**config.mk**
```make
export PLATFORM = sky130hd
export DESIGN_NAME = attu_ram
export DESIGN_NICKNAME = d
export VERILOG_FILES = /design/src/design/attu_ram.sv
export SDC_FILE = /design/constraint.sdc
export NUM_CORES = 1
export LEC_CHECK = 0
export CELL_PAD_IN_SITES_DETAIL_PLACEMENT = 1
export CELL_PAD_IN_SITES_GLOBAL_PLACEMENT = 1
export CORE_MARGIN = 2
export CORE_UTILIZATION = 50
export CTS_BUF_LIST = sky130_fd_sc_hd__clkbuf_2
export CTS_CLUSTER_DIAMETER = 150
export CTS_CLUSTER_SIZE = 24
export DETAILED_ROUTE_END_ITERATION = 6
export DONT_BUFFER_PORTS = 1
export PLACE_DENSITY = 0.73
export SKIP_LAST_GASP = 1
export SLEW_MARGIN = 10
export SYNTH_ARGS = -nofsm -noshare
export SYNTH_HDL_FRONTEND = slang
export SYNTH_SLANG_ARGS = --single-unit
```
**constraint.sdc**
```tcl
create_clock -name clock -period 1.9 [get_ports clock]
set_input_delay 0.19 -clock clock [delete_from_list [all_inputs] [get_ports clock]]
set_output_delay 0.19 -clock clock [all_outputs]
set_load 0.02 [all_outputs]
```
**src/design/attu_ram.sv**
```systemverilog
`timescale 1ns / 1ps
`default_nettype none
module attu_ram #(
   parameter int WIDTH = 10,
   parameter int DEPTH = 64
) (
   input  logic                     clock,
   input  logic                     wr_en,
   input  logic [$clog2(DEPTH)-1:0] wr_addr,
   input  logic [WIDTH-1:0]         wr_data,
   input  logic [$clog2(DEPTH)-1:0] rd_addr,
   output logic [WIDTH-1:0]         rd_data
);

   logic [WIDTH-1:0] mem_ff [DEPTH];
   logic [WIDTH-1:0] rd_data_ff;

   always_ff @(posedge clock) begin
      if (wr_en) begin
         mem_ff[wr_addr] <= wr_data;
      end
      rd_data_ff <= mem_ff[rd_addr];
   end

   assign rd_data = rd_data_ff;

endmodule
`default_nettype wire

```
# After elaboration in Yosys (flattened, before gate mapping)
# Memories as Yosys holds them, arrays and structs flattened. A register that Yosys moved wholly into a read port is not among the register bits.
# Cells that the tools add are included.
[totals] reg_bits=0 ram_bits=640 inputBits=24 output_inout_bits=10 elab_cells=3 memories=1
[classes] n_mux=2
[mem_list] name="mem_ff" words=64 width=10 read_ports=1 rd_clocked_by_memory_dff=1 write_ports=1 line_no="15" text="logic [WIDTH-1:0] mem_ff [DEPTH];"
[ops] op="two-way mux 1 bit" count=2

# Longest topological paths before layout
[depth] depth_word=2 mapped_depth=9 ltp_nobuf=5

# Least setup slack after synthesis
# OpenSTA, ideal clock, no wires.
[synth_path] path_kind="input-to-reg" startpoint="in rd_addr[0]" endpoint="reg rd_data_ff[2] (netlist: rd_data[2]) (read register of mem_ff)" setup_ns=0.122 arrival_ns=1.868 t_required_ns=1.778 slack_ns=-0.090 path_stages=7 n_path_buf=3 cell_sequence="buf_6 buf_4 buf_2 mux4_2 mux2_2 o31ai_1 o21ai_1"
[synth_lines] item="start, declared" line_no="11" text="input logic [$clog2(DEPTH)-1:0] rd_addr,"
[synth_lines] item="end, declared" line_no="16" text="logic [WIDTH-1:0] rd_data_ff;"

==> qor.yml <==
die:
  die_area_sq_um: 52000
  fp.dieH_microns: 228
  coreArea_sq_um: 49900
  io_pins: 34
  fp.dieW_microns: 228
  start_util_pct: 50.3
  rows: 82
timing:
  skew_ps: 83.2
  report.final.setup_viol: 9
  worst_slack_ps: -258
  finalHoldViolCount: 10
  worst_pin_slew_ps: 721
  final-max-slew-violation-count: 0
  hold_slack_ps: -900
  period_needed_ps: 2160
  slew_headroom_pct: 51.7
  fin_crit_sh_pct: 114
  rsz0062_at_grt: "true"
  fmax_mhz: 463
yosys:
  syn_nets: 1142
  synth_edf_count: 640
  synth_compound_area_share_pct: 2.08
  yosysSeqAreaShare_pct: 77.4
  ys_warn_count: 0
  async_flop_share_pct: 0
  synthFlopType: "edfxtp_1"
  synthMuxAreaShare_pct: 17.0
  synthCells: 1118
  yosys.area_share.adder_pct: 0
  synth-simple-area-share_pct: 2.18
  netlist_area_sq_um: 25100
  synth_top_family_by_area: "multiplexers"
  synth_xor_area_share_pct: 0
  ys_seq_elements: 650
  syn-mean-instance-area_sq_um: 22.5
  synth_cell_types: 37
pwr:
  power_per_cell_area_nw_per_um2: 800
  p_leak_nw: 8.66
  ir_worst_vdd_v: 0.000456
cts:
  cts.sinks: 650
  numCtsBuffers: 31
  postCtsHoldBufs: 51
  cts_max_level: 1
  post_cts_buffers: 0
  cts_tree: "yes"
  cts_root_buffer: "clkbuf_2"
  clk_pin_slew_worst_paths_ps: 470
  cts_buffer_depth: 3
  clock_latency_ps: 1240
critical_path:
  regToRegStartpoint: "mem_ff[37][1]"
  arrival_ps: 3270
  start_kind: "flop"
  crit_path_max_fanout: 1
  setup.worst_path.start: "mem_ff[37][1]"
  end_kind: "flop"
  cp.required_ps: 3010
  critPathKind: "reg2reg"
global_routing:
  grt_usage_pct: 23.0
  gr-usage-met2_pct: 37.9
  grt.busiest_layer: "met2"
  grt_max_degree: 161
  grt_pass1_vias: 12600
  antenna_found_initial: 5
  grt_pass1_wl_microns: 87900
  grt-ovfl-total: 0
  grt_util_met1_pct: 33.5
  use_met3_pct: 2.84
finish:
  multi_input_area_sq_um: 5440
  fin_nets: 1254
  final_area_sq_um: 27600
  seq_area_sq_um: 19400
  post-route-util_pct: 55.4
  drive_gt1_share_pct: 28.7
  fill_cells: 4295
  syn_to_final_growth_pct: 9.96
outcome:
  status: "finished, violations left"
  violations: "hold timing, setup timing"
placement:
  hpwl_microns: 33800
  gp_congestion: 0.760
  io_buffers: 0
  pre_cts_ws_ps: -186
  dpl_cell_area_sq_um: 26400
drt:
  vias: 11900
  wirelength_microns: 58900
  wire_per_inst_microns: 30.6
  routed_via_density: 6.15
  ant_nets: 0
  drtIter0Drc: 1151
  drc_errors: 0
  drt-pass1-iter-count: 5
worst_hold_path:
  hp-class: "in2reg"
  min_from: "rd_addr[5]"
run:
  maxCapViolCount: 0
==> cell type report <==
type | count | share of cell area, %
Timing Repair Buffer | 141 | 5.64
Clock inverter | 1 | 0.109
Antenna cell | 3 | 0.0272
Sequential cell | 650 | 70.5
Tap cell | 672 | 3.05
Multi-Input combinational cell | 406 | 19.7
Clock buffer | 55 | 0.997
==> cells in the mapped netlist (6+ instances only) <==
cell type,count,area (sq um)
nand2b_1,6,37.5
clkbuf_1,25,93.8
buf_4,15,113
nand3_1,7,35.0
nor2b_1,12,75.1
mux2i_1,52,521
a22oi_1,9,67.6
nand2_1,8,30.0
buf_2,16,80.1
mux4_2,160,3600
o22ai_1,15,93.8
nor2_1,70,263
dfxtp_1,10,200
mux2_2,7,78.8
a211oi_1,9,67.6
a22o_1,6,52.6
edfxtp_1,640,19200
==> registers in the layout, summed over array words and instances, names as in the netlist <==
name,flops
mem_ff,640
rd_data,10
==> power by group <==
part,switching [mW],total [mW],internal (mW)
clock,3.98,4.74,0.757
combinational,0.687,1.37,0.680
sequential,0.0843,16.0,15.9
==> stage by stage <==
step / cells / TNS [ps] / hold slack (ps) / total power, mW
after floorplan: 1118 / -5.52 / 289 / 17.1
after global placement: 1819 / -568 / 294 / 17.1
after detailed placement: 1819 / -838 / 295 / 17.2
after CTS: 1925 / -3570 / -995 / 22.2
after global routing: 1926 / -1840 / -958 / 22.7
final: 1928 / -1340 / -900 / 22.1
==> placed cells by master, fill, tap and decap left out, types with 7 or more instances in the layout <==
cell type,Yosys,layout
edfxtp_1,640,640
nand3_1,7,7
nand2_1,8,8
a22oi_1,9,9
mux4_2,160,160
o22ai_1,15,15
nor2b_1,12,11
a211oi_1,9,9
dlygate4sd3_1,0,28
clkbuf_2,0,55
nor2_1,70,70
buf_16,0,20
buf_4,15,89
mux2i_1,52,52
dfxtp_4,0,7
==> final timing paths <==
kind                      to  slack (ps)  cells after the start
hold / removal    rd_data[2]        -900                      2
setup / recovery  rd_data[1]        -260                      5
hold reg to reg   rd_data[4]         990                      4
setup reg to reg  rd_data[1]        -260                      5
==> cell families after synthesis <==
family,count (synthesis)
buffers and inverters,62
AO/OA/AOI/OAI,63
AND/OR/NAND/NOR,119
multiplexers,224
flip-flops,650
==> critical path, cell delays in order (launching register included) <==
cell and delay (ps):
edfxtp_1 500, mux4_2 460, mux2_4 300, a2111oi_4 410, a221oi_2 100, a22o_1 270
==> routing by layer <==
layer | vias to the layer above | part of all wire (%)
li1 | 4906 | -
met1 | 6456 | 42
met2 | 412 | 50
met3 | 78 | 5.8
met4 | 8 | 2.1
met5 | - | 0.075
==> timing repair <==
action	in CTS	in global routing
setup endpoints to repair	20	60
pin swaps	3	2
resized for setup	19	6
hold endpoints to repair	1290	10
Power figures use the tool's default switching activity.
